### config.mk
export PLATFORM = sky130hd
export DESIGN_NAME = cws_fill_mem
export DESIGN_NICKNAME = d
export VERILOG_FILES = /design/src/rtl/cws_fill_mem.sv
export SDC_FILE = /design/constraint.sdc
export NUM_CORES = 1
export LEC_CHECK = 0
export ABC_CLOCK_PERIOD_IN_PS = 2300
export BUFFER_PORTS_ARGS = -buffer_cell sky130_fd_sc_hd__buf_2
export CAP_MARGIN = 20
export CELL_PAD_IN_SITES_DETAIL_PLACEMENT = 1
export CELL_PAD_IN_SITES_GLOBAL_PLACEMENT = 1
export CORE_MARGIN = 2
export CORE_UTILIZATION = 40
export CTS_BUF_LIST = sky130_fd_sc_hd__clkbuf_2 sky130_fd_sc_hd__clkbuf_4 sky130_fd_sc_hd__clkbuf_8
export DETAILED_ROUTE_END_ITERATION = 10
export PLACE_DENSITY = 0.64
export SLEW_MARGIN = 5
export SYNTH_ARGS = -nofsm -noshare
export SYNTH_HDL_FRONTEND = slang
export SYNTH_SLANG_ARGS = --single-unit
### constraint.sdc
create_clock -name clock -period 2.3 [get_ports clock]
set_clock_uncertainty 0.15 [all_clocks]
set_input_delay 0.23 -clock clock [delete_from_list [all_inputs] [get_ports clock]]
set_output_delay 0.23 -clock clock [all_outputs]
set_load 0.01 [all_outputs]
### src/rtl/cws_fill_mem.sv
module cws_fill_mem #(
   parameter int NUM_SLOTS = 8,
   parameter int SW        = 3,
   parameter int FW        = 5
) (
   input  logic          clock,
   input  logic          reset,
   input  logic          re,
   input  logic [SW-1:0] raddr,
   output logic [FW-1:0] rdata,
   input  logic          we,
   input  logic [SW-1:0] waddr,
   input  logic [FW-1:0] wdata
);

   logic [FW-1:0]        mem [NUM_SLOTS];
   logic [NUM_SLOTS-1:0] vld_ff;
   logic [FW-1:0]        rd_ff;
   logic                 rvld_ff;

   always_ff @(posedge clock) begin
      if (we) begin
         mem[waddr] <= wdata;
      end
      if (re) begin
         rd_ff <= mem[raddr];
      end
   end

   // a slot never written since reset reads as empty
   always_ff @(posedge clock) begin
      if (reset) begin
         vld_ff  <= '0;
         rvld_ff <= 1'b0;
      end else begin
         if (we) begin
            vld_ff[waddr] <= 1'b1;
         end
         if (re) begin
            rvld_ff <= vld_ff[raddr];
         end
      end
   end

   assign rdata = rvld_ff ? rd_ff : '0;

endmodule

# Word-level counts from Yosys, hierarchy flattened

Memory sizes are Yosys's and may differ from the RTL's. A register that Yosys moved wholly into a read port is not among the register bits.
Cells that the tools add are included.

$lt $le $gt $ge: 3
Mux-type cells: 7
Bitwise logic cells: 1
Reductions and logical operators: 1

Operators by type and width:

| kind                                                                                | count |
|---|---|
| 3-bit by 4-bit less-than comparator with 1-bit output, second input constant        | 2 |
| 8-bit OR                                                                            | 1 |
| 5-bit two-way mux                                                                   | 1 |
| 1-bit two-way mux                                                                   | 4 |
| 1-bit binary-select mux with 3-bit select                                           | 1 |
| 1-bit demux with 3-bit select                                                       | 1 |
| 3-bit by 1-bit greater-or-equal comparator with 1-bit output, second input constant | 1 |
| 1-bit logical AND                                                                   | 1 |

Flip-flop bits (word level): 9
RAM bits: 40
Bits of input ports: 15
Output and inout bits: 5
Logic and storage cells: 15
Memories: 1

Memories:

| memory | words | width | read ports | clocked after Yosys merged registers in | wr ports | line | text |
|---|---|---|---|---|---|---|---|
| mem    | 8     | 5     | 1          | 1                                       | 1        | 16   | `logic [FW-1:0] mem [NUM_SLOTS];` |

# Logic depth before layout (Yosys ltp)

Depth in word-level cells: 5
Depth in mapped cells: 4
Depth with buffers taken out: 3

# Worst setup path before layout

No wires, ideal clock.

Path type: input to register
Start: in raddr[0]
End: reg rd_ff[0], read port of mem, data pin
Setup time: 0.260 ns
Arrival time: 1.241 ns
Required time: 1.890 ns
Slack: 0.650 ns
Cell stages on the path: 4
Path buffers: 2
Path through: buf_6 -> buf_12 -> mux4_1 -> mux2_2

RTL lines:

| what        | line | text |
|---|---|---|
| from (decl) | 9    | `input logic [SW-1:0] raddr,` |
| to (decl)   | 18   | `logic [FW-1:0] rd_ff;` |

==> results.json <==
{
  "tightest_slew_ns": 0.592,
  "place_ws_ns": 0.385,
  "final_max_slew_viol_count": 0,
  "std_cell_rows": 26,
  "critical_path_peak_fanout": 14,
  "detail_route.iter0.violations": 65,
  "area_of_the_multi_input_gates_um2": 564,
  "grt_start_max_net_pins": 16,
  "clk_pin_slew_ns": 0.09,
  "category_of_cells_accounting_for_the_largest_share_of_critical_path_delay": "multiplexers",
  "final.setup.worst_slack_ns": 0.735,
  "critical_path.slowest_cell": "sky130_fd_sc_hd__mux4_1",
  "timing.max_cap.violations": 0,
  "syn_area_per_cell_um2": 19.6,
  "grtUsageTotal_pct": 14.6,
  "path_buf_inv": 1,
  "cts_hold_buf": 0,
  "synth_nets": 124,
  "postSynthCellCount": 109,
  "hold_class": "primary input to flip-flop",
  "io_pins": 20,
  "synth.top_cells.by_area": "sky130_fd_sc_hd__edfxtp_1 (63%), sky130_fd_sc_hd__mux4_1 (12%), sky130_fd_sc_hd__dfxtp_1 (8.4%)",
  "clockRootBuffer": "sky130_fd_sc_hd__clkbuf_8",
  "largest_buffer_count_on_any_clock_path": 2,
  "ys_seq_area_share_pct": 71.6,
  "cp-end-kind": "flip-flop",
  "yosysMostFrequentCell": "sky130_fd_sc_hd__edfxtp_1",
  "synthTopCellsByCount": "sky130_fd_sc_hd__edfxtp_1 (45), sky130_fd_sc_hd__nor2_1 (12), sky130_fd_sc_hd__mux4_1 (10)",
  "antenna_cells": 0,
  "cell_breakdown_of_the_critical_path": "buf_2, mux4_1, mux2_2",
  "first_pass_grt_wire_length_um": 6130,
  "detail_route.wirelength_um": 3910,
  "power_leakage_nw": 0.873,
  "cts_setup_buffers": 0,
  "numCtsBuffers": 5,
  "finalCritPeriodShare_pct": 68.1,
  "fmax_mhz": 639,
  "antenna_violating_nets_post_route": 0,
  "post-route-drc-count": 0,
  "detailroute.via_count": 1068,
  "layout.filler_cells": 514,
  "drt_pass1_iterations": 5,
  "worst_path_largest_cell_delay_ns": 0.63,
  "irDropWorstVdd_v": 0.000387,
  "cts_tree": "built",
  "initial_utilization_pct": 41.6,
  "die_y_um": 77.1,
  "synth-edff-count": 45,
  "area_taken_by_flip_flops_and_latches_mm2": 0.00153,
  "netlist.area_leader.share_pct": 63.2,
  "critical_path.startpoint_type": "primary input",
  "yosysWarnings": 0,
  "place_congestion": 0.690,
  "yosys_register_bits": 54,
  "ctsResizeCount": 0,
  "die_w_um": 77.1,
  "post-route-min-period_ns": 1.57,
  "grt_pass1_vias": 1110,
  "mappedNetlistArea_mm2": 0.00214,
  "area_growth_pct": 13.6,
  "core-area_mm2": 0.00514,
  "placement.io_buffers": 19,
  "final_nets": 150,
  "routed_wire_length_per_instance_um": 19.0,
  "ys_async_sr_fraction_pct": 0,
  "power-per-cell-area_mw_per_mm2": 761,
  "holdWs_ns": 0.0386,
  "globalRoute.totalOverflow": 0,
  "dieArea_mm2": 0.00595,
  "htree_levels": 2,
  "critical_path_arrival_ns": 1.48,
  "timing.final.setup_violations": 0,
  "synth.largest_area_cell": "sky130_fd_sc_hd__edfxtp_1",
  "clkSinkCount": 54,
  "fin_setup_tns_ns": 0,
  "report.final.hold_viol_count": 0,
  "post_synth_num_cell_types": 20,
  "worst_slew_margin_rel_pct": 60.4,
  "worst-endpoint-required_ns": 2.21,
  "antenna_violations_before_repair": 0,
  "status": "completed",
  "layout-drive-gt1-share_pct": 30.1,
  "grt_setup_unrepaired": "false",
  "via_per_inst": 5.18,
  "worstSkewPairLatency_ns": 0.30,
  "criticalPathCategory": "primary input to flip-flop",
  "total_power_mw": 1.85,
  "synth_top_flop_cell": "sky130_fd_sc_hd__edfxtp_1"
}
## cell families (layout without fill, tap and decap cells)
logic type	after synthesis	in the layout	synth area share, %
muxes	20	20	17.8
AOI/OAI and AO/OA	4	4	1.76
DFF	54	54	71.6
and+or+nand+nor	26	26	6.79
buffers and inverters	5	32	1.99
## worst reg2reg max path, cell delays in order, from the launching register on
cell and delay, ns:
sky130_fd_sc_hd__edfxtp_1 0.38, sky130_fd_sc_hd__mux4_1 0.51, sky130_fd_sc_hd__mux2_2 0.27
## registers in the layout, indices dropped and copies added, names as in the netlist
name	cells
mem	40
rd_ff	5
rvld_ff	1
vld_ff	8
## layout by cell type, fill, tap and decap left out
cell | netlist | final
sky130_fd_sc_hd__a211oi_1 | 1 | 1
sky130_fd_sc_hd__and2_1 | 5 | 5
sky130_fd_sc_hd__and4b_1 | 2 | 2
sky130_fd_sc_hd__buf_2 | 0 | 19
sky130_fd_sc_hd__buf_4 | 0 | 5
sky130_fd_sc_hd__bufinv_16 | 0 | 1
sky130_fd_sc_hd__clkbuf_4 | 0 | 2
sky130_fd_sc_hd__clkbuf_8 | 0 | 5
sky130_fd_sc_hd__dfxtp_1 | 9 | 9
sky130_fd_sc_hd__edfxtp_1 | 45 | 45
sky130_fd_sc_hd__mux2_2 | 5 | 5
sky130_fd_sc_hd__mux2i_1 | 4 | 4
sky130_fd_sc_hd__mux4_1 | 10 | 10
sky130_fd_sc_hd__mux4_2 | 1 | 1
sky130_fd_sc_hd__nand2_1 | 2 | 2
sky130_fd_sc_hd__nor2_1 | 12 | 12
sky130_fd_sc_hd__nor3_1 | 1 | 1
sky130_fd_sc_hd__nor3b_1 | 1 | 1
sky130_fd_sc_hd__nor4b_1 | 1 | 1
sky130_fd_sc_hd__nor4bb_1 | 2 | 2
sky130_fd_sc_hd__o21ba_2 | 3 | 3
## per-stage QoR
stage,utilization (%),std cells,area (µm²)
CTS,47.3,206,2430
detailed placement,45.1,198,2320
global route,47.3,206,2430
finish,47.3,206,2430
floorplan,-,109,2140
global placement,45.1,198,2320
## where the power goes
part | internal (mW) | leakage (nW) | switching [mW]
combinational | 0.0551 | 0.328 | 0.0570
sequential | 1.10 | 0.486 | 0.0111
clock | 0.349 | 0.0593 | 0.279
total | 1.50 | 0.873 | 0.347
## path summary, 6_finish.rpt
path,startpoint,end,slack [ns],depth (start not counted)
max reg2reg,mem[4][2]$_DFFE_PP_,rd_ff[2]$_DFFE_PP_,0.74,2
max,raddr[0],rd_ff[2]$_DFFE_PP_,0.73,3
min reg2reg,vld_ff[2]$_SDFFE_PP0P_,vld_ff[2]$_SDFFE_PP0P_,0.33,1
min,wdata[1],mem[1][1]$_DFFE_PP_,0.04,1
## final cells by class
cell class                 instances  area share (%)
timing repair buffer              24            5.46
sequential                        54            63.0
clock inverter                     1            1.24
tap                               70            3.60
multi-input combinational         50            23.2
clock buffer                       7            3.45
## metal layers
| layer | track usage, % | vias up | routed length, µm |
|---|---|---|---|
| met1 | 16.9 | 553 | 1690 |
| met5 | 0 | - | 0 |
| met2 | 25.6 | 19 | 2020 |
| li1 | - | 490 | - |
| met4 | 5.89 | 0 | 68 |
| met3 | 3.76 | 6 | 131 |
Note: power is estimated with default switching activity, not from simulation.
