[config.mk]
export PLATFORM = sky130hd
export DESIGN_NAME = cws_mod
export DESIGN_NICKNAME = d
export VERILOG_FILES = /design/src/rtl/cws_mod.sv
export SDC_FILE = /design/constraint.sdc
export NUM_CORES = 1
export LEC_CHECK = 0
export BUFFER_PORTS_ARGS = -buffer_cell sky130_fd_sc_hd__buf_2
export CORE_MARGIN = 4
export CORE_UTILIZATION = 49
export DETAILED_ROUTE_END_ITERATION = 8
export PLACE_DENSITY = 0.72
export SYNTH_ARGS = -nofsm -noshare
export SYNTH_HDL_FRONTEND = slang
export SYNTH_SLANG_ARGS = --single-unit
[constraint.sdc]
create_clock -name clock -period 2.2 [get_ports clock]
set_input_delay 0.44 -clock clock [delete_from_list [all_inputs] [get_ports clock]]
set_output_delay 0.44 -clock clock [all_outputs]
set_load 0.1 [all_outputs]
[src/rtl/cws_mod.sv]
module cws_mod #(
   parameter int SUMW = 5,
   parameter int LW   = 4
) (
   input  logic            clock,
   input  logic            reset,
   input  logic            start,
   input  logic [SUMW-1:0] dividend,
   input  logic [LW-1:0]   divisor,
   output logic            done,
   output logic [LW-1:0]   rem
);

   localparam int CW = $clog2(SUMW + 1);

   logic            run_ff, run_in;
   logic            done_ff, done_in;
   logic [SUMW-1:0] sh_ff, sh_in;
   logic [LW-1:0]   rem_ff, rem_in;
   logic [CW-1:0]   cnt_ff, cnt_in;
   logic [LW:0]     trial;

   // restoring remainder, one dividend bit per cycle
   always_comb begin
      trial  = {rem_ff, sh_ff[SUMW-1]};
      run_in = run_ff;
      sh_in  = sh_ff;
      rem_in = rem_ff;
      cnt_in = cnt_ff;
      done_in = 1'b0;
      if (start) begin
         run_in = 1'b1;
         sh_in  = dividend;
         rem_in = '0;
         cnt_in = CW'(SUMW);
      end else if (run_ff) begin
         rem_in = (trial >= {1'b0, divisor}) ? LW'(trial - {1'b0, divisor}) : LW'(trial);
         sh_in  = sh_ff << 1;
         cnt_in = cnt_ff - CW'(1);
         if (cnt_ff == CW'(1)) begin
            run_in  = 1'b0;
            done_in = 1'b1;
         end
      end
   end

   always_ff @(posedge clock) begin
      if (reset) begin
         run_ff  <= 1'b0;
         done_ff <= 1'b0;
      end else begin
         run_ff  <= run_in;
         done_ff <= done_in;
      end
   end

   always_ff @(posedge clock) begin
      sh_ff  <= sh_in;
      rem_ff <= rem_in;
      cnt_ff <= cnt_in;
   end

   assign done = done_ff;
   assign rem  = rem_ff;

endmodule

After elaboration in Yosys (flattened, before gate mapping)
Index checks and enable logic that the tools add are counted.
{"block": "totals", "word_cells": 19, "inputBits": 12, "output_inout_bits": 5, "regBits": 14}
{"block": "classes", "reduce_logical": 2, "n_bitwise": 1, "add_sub_neg": 2, "magnitude_cmp": 1, "muxes": 7, "eq_ne": 1}
{"cell": "$mux W5", "count": 2}
{"cell": "$ge A5 B4 Y1", "count": 1}
{"cell": "$mux W1", "count": 4}
{"cell": "$mux W4", "count": 1}
{"cell": "$sub A4 B4 Y4", "count": 1}
{"cell": "$eq A3 B1 Y1 const B", "count": 1}
{"cell": "$reduce_or A3 Y1", "count": 1}
{"cell": "$sub A3 B1 Y3 const B", "count": 1}
{"cell": "$reduce_bool A2 Y1", "count": 1}
{"cell": "$not A1 Y1", "count": 1}

Logic depth before layout (Yosys ltp)
Gate-level depths: netlist of the first run.
{"block": "logic_depth", "word_depth": 4, "mapped_depth": 8, "depth_no_buf": 8}

Least setup slack after synthesis of the first run
OpenSTA, ideal clock, no wires.
{"block": "synth_timing", "kind": "register -> register", "start": "reg rem_ff[0], in the netlist rem[0]", "end": "reg rem_ff[3], in the netlist rem[3]", "setup_time_ns": 0.092, "path_buffers": 0, "arrival_time_ns": 2.115, "t_required_ns": 2.108, "setup_slack_ns": -0.007, "stages_incl_launch_ff": 6, "period_less_slack_ns": 2.207, "path_cell_list": "dfxtp_1 > ha_1 > a21oi_1 > o21ai_0 > mux2_2 > o32ai_1"}
{"block": "synth_via", "elab_chain_len": 2, "word_cells_on_any_way": 3, "cone_classes": "add/sub (1); order compare (1); mux (1)"}
{"element": "from (decl)", "line": "19", "rtl": "logic [LW-1:0] rem_ff, rem_in;"}
{"element": "from (signal assigned)", "line": "59", "rtl": "rem_ff <= rem_in;"}
{"element": "$sub A4 B4 Y4 or $ge A5 B4 Y1 (tied branches)", "line": "37", "rtl": "rem_in = (trial >= {1'b0, divisor}) ? LW'(trial - {1'b0, divisor}) : LW'(trial);"}
{"element": "$mux W4 (*)", "line": "37"}
Every way passes the cells marked *; elsewhere a longest branch is shown, timed or not.
A chain may end at the register's enable or synchronous reset.

Final worst setup path of the first run
{"block": "layout_timing", "start": "reg sh_ff[4]", "end": "reg rem_ff[2], in the netlist rem[2]"}
{"block": "layout_via", "elab_chain_len": 2, "word_cells_on_any_way": 3, "cone_classes": "add/sub (1); order compare (1); mux (1)"}
{"element": "from (decl)", "line": "18", "rtl": "logic [SUMW-1:0] sh_ff, sh_in;"}
{"element": "from (signal assigned)", "line": "58", "rtl": "sh_ff <= sh_in;"}
{"element": "$sub A4 B4 Y4 or $ge A5 B4 Y1 (tied branches)", "line": "37"}
{"element": "$mux W4 (*)", "line": "37"}
Marks and branches as above.

==> results of run 1 <==
## state kept, by name, indices dropped and copies added, names as in the netlist
name	flops
cnt_ff	3
done	1
rem	4
run_ff	1
sh_ff	5
## power groups by stage
stage          logic (uW)  clock network (uW)  registers (uW)
2_1_floorplan         130                   0             369
4_1_cts               225                 152             317
3_3_place_gp          218                   0             322
3_5_place_dp          223                   0             323
5_1_grt               249                 166             320
6_report              224                 146             317
## final timing paths
kind	start	endpoint	slack [ns]	cells past startpoint
worst max register to register	sh_ff[4]	rem[2]	0.29	8
worst max-delay path	sh_ff[4]	rem[2]	0.29	8
worst min register to register	cnt_ff[1]	cnt_ff[1]	0.50	2
worst min-delay path	reset	run_ff	0.34	2
## layout make-up
cell class	instances	area [um2]	share of cell area
clock buffer	3	22.5	0.0236
clock inverter	1	3.75	0.00393
inverter	9	33.8	0.0353
multi-input combinational	60	464	0.486
sequential	14	332	0.347
tap	16	20.0	0.0209
timing repair buffer	16	80.1	0.0838
## routing by layer
layer	routed length, um	up-vias	GRT usage
met5	0	-	0
met4	8	0	0.0711
met3	92	2	0.0367
met2	849	19	0.237
met1	642	326	0.180
li1	-	341	-
## synth_stat cells (2+ instances only)
library cell / number / share of area
nand2_1: 2 / 0.0090
inv_1: 9 / 0.040
nor2_1: 8 / 0.036
nor3_1: 3 / 0.018
a311oi_1: 2 / 0.021
dfxtp_1: 9 / 0.22
o211ai_1: 2 / 0.018
ha_1: 6 / 0.090
or2_2: 2 / 0.015
nand2b_1: 4 / 0.030
o21ai_0: 3 / 0.018
a21oi_1: 4 / 0.024
clkbuf_1: 2 / 0.0090
edfxtp_1: 5 / 0.18
mux2_2: 5 / 0.067
## per-stage QoR
step,hold slack (ns),power [uW],cell area (um2),instances,setup slack [ns]
2_1_floorplan,0.456,499,837,85,0.0125
6_report,0.339,687,956,119,0.286
4_1_cts,0.332,694,956,119,0.264
3_3_place_gp,0.465,540,930,115,0.282
5_1_grt,0.330,735,956,119,0.151
3_5_place_dp,0.494,547,930,115,0.209
## kinds of logic after synthesis
logic type / synth area share
adders and majority gates: 0.114
DFF: 0.395
xor gates and xnor gates: 0.0105
AOI/OAI and AO/OA: 0.168
muxes: 0.0674
buffers and inverters: 0.0494
and+or+nand+nor: 0.196
==> flow_metrics.tcl, run 1 <==
set metrics [dict create \
    slew_headroom 0.637 \
    top_library_cells_by_usage_in_the_layout_fill_and_taps_aside "buf_2 (16), inv_1 (9), nor2_1 (8), dfxtp_1 (8), ha_1 (6)" \
    timing.max_cap.violations 0 \
    grt.total_usage 0.147 \
    final-max-slew-violation-count 0 \
    drive_above_1_share 0.291 \
    post_synth_inst_count 85 \
    worst-path-buf-inv 2 \
    clk_latency_ns 0.27 \
    final_util 0.613 \
    cpMaxStageDelayCell "edfxtp_1" \
    clk_pin_slew_ns 0.08 \
    dpl.hpwl_um 1250 \
    power_switching_uw 243 \
    critPathKind "flop to flop" \
    cts-htree-levels 1 \
    comb_power_share 0.326 \
    synth-main-ff-cell "dfxtp_1" \
    power.density_nw_per_um2 718 \
    dr.first_iter.drc_count 13 \
    syn-num-nets 104 \
    antennaDiodeCount 0 \
    critical_path.most_common_cell "inv_1" \
    ctsHoldBuffers 0 \
    floorplan.initialDensity 0.536 \
    remaining_overflow_grt 0 \
    status "complete, no violations" \
    post_drt_via_cell_ratio 5.78 \
    synth-edff-count 5 \
    synth.distinct_cells 34 \
    cp.required_ns 2.33 \
    seq_power_share 0.462 \
    first_drt_pass_iteration_count 4 \
    area.growth.synth_to_final_pct 14.4 \
    grt_pass1_vias 627 \
    cts.sink_count 14 \
    tightestPinTransition_ns 0.543 \
    final_hold_viol_count 0 \
    cts_resized 0 \
    n_fill_cell 142 \
    static-leakage-power_uw 0.000431 \
    number_of_buffers_inserted_during_clock_tree_synthesis 3 \
    cp_cell_sequence "inv_1, ha_1, inv_1, fa_1, or2_2, o21ai_1, o311a_1, a2111oi_2" \
    floorplan.io_pins 17 \
    dieArea_um2 2430 \
    p_int_uw 443 \
    wl_um 1590 \
    crit_family "adder cells" \
    pin_count_of_the_biggest_net_entering_global_routing 17 \
    floorplan.die.height_um 49.3 \
    setup-tns-final_ns 0 \
    power.share.switching 0.354 \
    num_rows 14 \
    drt.antenna.violating_nets 0 \
    critPathArrivalTime_ns 2.05 \
    synth_sequential_area_ratio 0.395 \
    worstSetupEndpointType "flop" \
    clock_tree_from_tritoncts "built" \
    nNetsFinal 123 \
    critical-path-max-stage-delay_ns 0.41 \
    most_common_library_cell_in_the_layout_ignoring_fill_and_taps "buf_2" \
    wire_length_per_cell_um 13.4 \
    grt_setup_unrepaired "false" \
    die-width_um 49.3 \
    initial_antenna_violation_count 0 \
    synth-seq-cells 14 \
    maxClockFrequency_mhz 522 \
    post-cts-setup-buffers 0 \
    syn_avg_cell_area_um2 9.83 \
    route.vias.total 688 \
    cts-root-to-sink-buffers 2 \
    setup_viol_count_final 0 \
    yosysWarnings 0 \
    clock_power_share 0.213 \
    port_buffers 16 \
    period_needed_ns 1.91 \
    grt_first_pass_wirelength_um 2800 \
    fin_worst_skew_ns 0.000540 \
    mappedNetlistArea_um2 836 \
    async_flop_share 0 \
    place_congestion 0.869 \
    hold_path.class "primary input to flop" \
    peakVddDrop_mv 0.566 \
    setup.worst_path.start_class "flop" \
    floorplan.core_area_um2 1560 \
    peak_fanout_along_the_critical_path 4 \
    post-route-drc-count 0 \
    layout_worst_path_cycle_share 0.870 \
    cts_root_cell "clkbuf_4" \
]
Power figures use the tool's default switching activity.
==> inputs of run 2 (changes only) <==
Settings changed: ABC_AREA set to 1, PLACE_DENSITY 0.72 to 0.73.
==> run 2 against run 1 <==
Effect of this change: worst hold slack worse by 0.0035 ns; sequential share of layout area rose by 0.56 points; combinational power up 6%; wire length is 15% lower; via count down 2.9%; total power up 7.2%; register-to-register slack better by 0.37 ns; non-clock buffer count is the same; first-iteration DRC count fell by 46%; cell area is 2.0% lower; worst setup slack better by 0.30 ns; highest routed layer unchanged.
==> flow_metrics.tcl, run 2 <==
set metrics [dict create \
    tightestPinTransition_ns 0.487 \
    regArea_um2 330 \
    dieArea_um2 2360 \
    grt_pass1_vias 616 \
    cpMaxStageDelayCell "buf_2" \
    cp_cell_sequence "buf_2" \
    synth-seq-cells 14 \
    wl_um 1360 \
    largest_register_ffs 5 \
    finalInstanceArea_um2 937 \
    clk_latency_ns 0.28 \
    simple_gate_portion_of_the_synthesized_area 0.325 \
    synth_top_family_by_area "simple AND/OR/NAND/NOR gates" \
    clock_tree_from_tritoncts "built" \
    final-max-slew-violation-count 0 \
    fin_worst_skew_ns 0.00148 \
    floorplan.core_area_um2 1520 \
    yosys.cell_count.top_type "nand2_1" \
    synth_sequential_area_ratio 0.410 \
    port_buffers 16 \
    post-route-drc-count 0 \
    layout_worst_path_cycle_share 0.733 \
    static-leakage-power_uw 0.000533 \
    grt_setup_unrepaired "false" \
    crit_family "buffers and inverters" \
    ys_top_cells_by_area "dfxtp_1 (22%), edfxtp_1 (19%), nand2_1 (16%)" \
    floorplan.die.height_um 48.6 \
    dr.first_iter.drc_count 7 \
    syn-num-nets 121 \
    synth-main-ff-cell "dfxtp_1" \
    critical-path-max-stage-delay_ns 0.47 \
    setup.worst_path.start_class "flop" \
    mappedNetlistArea_um2 806 \
    antennaDiodeCount 0 \
    dpl.hpwl_um 1130 \
    nNetsFinal 141 \
    synth_top_area_share 0.224 \
    critPathArrivalTime_ns 1.17 \
    n_fill_cell 145 \
    cts-htree-levels 1 \
    placed_cell_area_um2 901 \
    peak_fanout_along_the_critical_path 5 \
    power.density_nw_per_um2 785 \
    num_rows 14 \
    critPathKind "flop to output pin" \
    final_hold_viol_count 0 \
    status "complete, no violations" \
    cp.required_ns 1.76 \
    synthesized_area_fraction_occupied_by_ao_oa_aoi_and_oai_cells 0.0419 \
    die-width_um 48.6 \
    portion_of_netlist_area_occupied_by_mux_cells 0 \
    top_library_cells_by_usage_in_the_layout_fill_and_taps_aside "nand2_1 (35), inv_1 (16), buf_2 (16)" \
    setup-tns-final_ns 0 \
    maxClockFrequency_mhz 620 \
    synth-edff-count 5 \
    most_common_library_cell_in_the_layout_ignoring_fill_and_taps "nand2_1" \
    clk_pin_slew_ns 0.09 \
    grt_first_pass_wirelength_um 2500 \
    remaining_overflow_grt 0 \
    post-cts-setup-buffers 0 \
    post_synth_most_frequent_cells "nand2_1 (35), inv_1 (16), nand3_1 (12), dfxtp_1 (9), ha_1 (6)" \
    wire_length_per_cell_um 9.90 \
    area_taken_by_multi_input_logic_gates_um2 399 \
    cts-root-to-sink-buffers 2 \
    area.growth.synth_to_final_pct 16.3 \
    period_needed_ns 1.61 \
    first_drt_pass_iteration_count 4 \
    floorplan.initialDensity 0.529 \
    yosysWarnings 0 \
    initial_antenna_violation_count 0 \
    number_of_buffers_inserted_during_clock_tree_synthesis 3 \
    yosys.area.top_type "dfxtp_1" \
    regMostFlops "sh_ff" \
    syn_avg_cell_area_um2 7.90 \
    place_congestion 0.793 \
    setup_viol_count_final 0 \
    worstSetupEndpointType "output pin" \
    drive_above_1_share 0.231 \
    cts_root_cell "clkbuf_4" \
    hold_path.class "primary input to flop" \
    worst-path-buf-inv 1 \
    fin_worst_hold_slack_ns 0.335 \
    synth.distinct_cells 20 \
    yosys.area_share.adder 0.118 \
    cts_resized 0 \
    slew_headroom 0.677 \
    cts.sink_count 14 \
    drt.antenna.violating_nets 0 \
    peakVddDrop_mv 0.431 \
    post_synth_inst_count 102 \
    grt.total_usage 0.132 \
    async_flop_share 0 \
    ctsHoldBuffers 0 \
    route.vias.total 668 \
    synth_area_in_xor_xnor 0.0109 \
    floorplan.io_pins 17 \
    timing.max_cap.violations 0 \
    pin_count_of_the_biggest_net_entering_global_routing 11 \
    post_drt_via_cell_ratio 4.88 \
]
==> run 2: changes by cell type after synthesis, sizes merged, moves of 3 or more <==
cell	delta
nor3	-3
mux2	-5
nand3	+11
nor2	-5
nand2b	-4
nand2	+36
inv	+9
o21ai	-3
==> run 2: routing by layer <==
metal / GRT usage / vias up / wire length (um) / part of all wire
li1: - / 356 / - / -
met1: 0.166 / 293 / 627 / 0.46
met2: 0.204 / 15 / 617 / 0.46
met3: 0.0460 / 4 / 94 / 0.069
met4: 0.0538 / 0 / 17 / 0.013
met5: 0 / - / 0 / 0
==> run 2: stage by stage <==
step / worst slack (ns) / utilization / instances / total power [uW]
2_1_floorplan: 0.143 / - / 102 / 515
3_3_place_gp: 0.585 / 0.591 / 133 / 553
3_5_place_dp: 0.552 / 0.591 / 133 / 559
4_1_cts: 0.561 / 0.615 / 137 / 745
5_1_grt: 0.498 / 0.615 / 137 / 789
6_report: 0.587 / 0.615 / 137 / 736
==> run 2: final timing paths <==
check | startpoint | endpoint | slack, ns | cells past startpoint
worst max-delay path | rem[0] | rem[0] | 0.59 | 1
worst min-delay path | reset | run_ff | 0.34 | 2
worst max register to register | sh_ff[4] | rem[2] | 0.66 | 8
worst min register to register | cnt_ff[2] | cnt_ff[2] | 0.49 | 2
==> run 2: cells by family (layout without fill, tap and decap cells) <==
logic type                 after synthesis  after routing
and+or+nand+nor                         54             54
AOI/OAI and AO/OA                        6              6
DFF                                     14             14
adders and majority gates                7              7
xor gates and xnor gates                 1              1
buffers and inverters                   20             39
==> run 2: layout make-up <==
cell class	instances	share of cell area
clock buffer	4	0.0387
multi-input combinational	68	0.426
inverter	19	0.0761
tap	16	0.0214
sequential	14	0.352
timing repair buffer	16	0.0854
==> run 2: where the power goes <==
| group | leakage (uW) | internal (uW) | total [uW] | switching [uW] |
|---|---|---|---|---|
| sequential | 0.000126 | 294 | 313 | 18.7 |
| combinational | 0.000386 | 72.5 | 238 | 165 |
| clock | 0.0000210 | 101 | 185 | 84.7 |
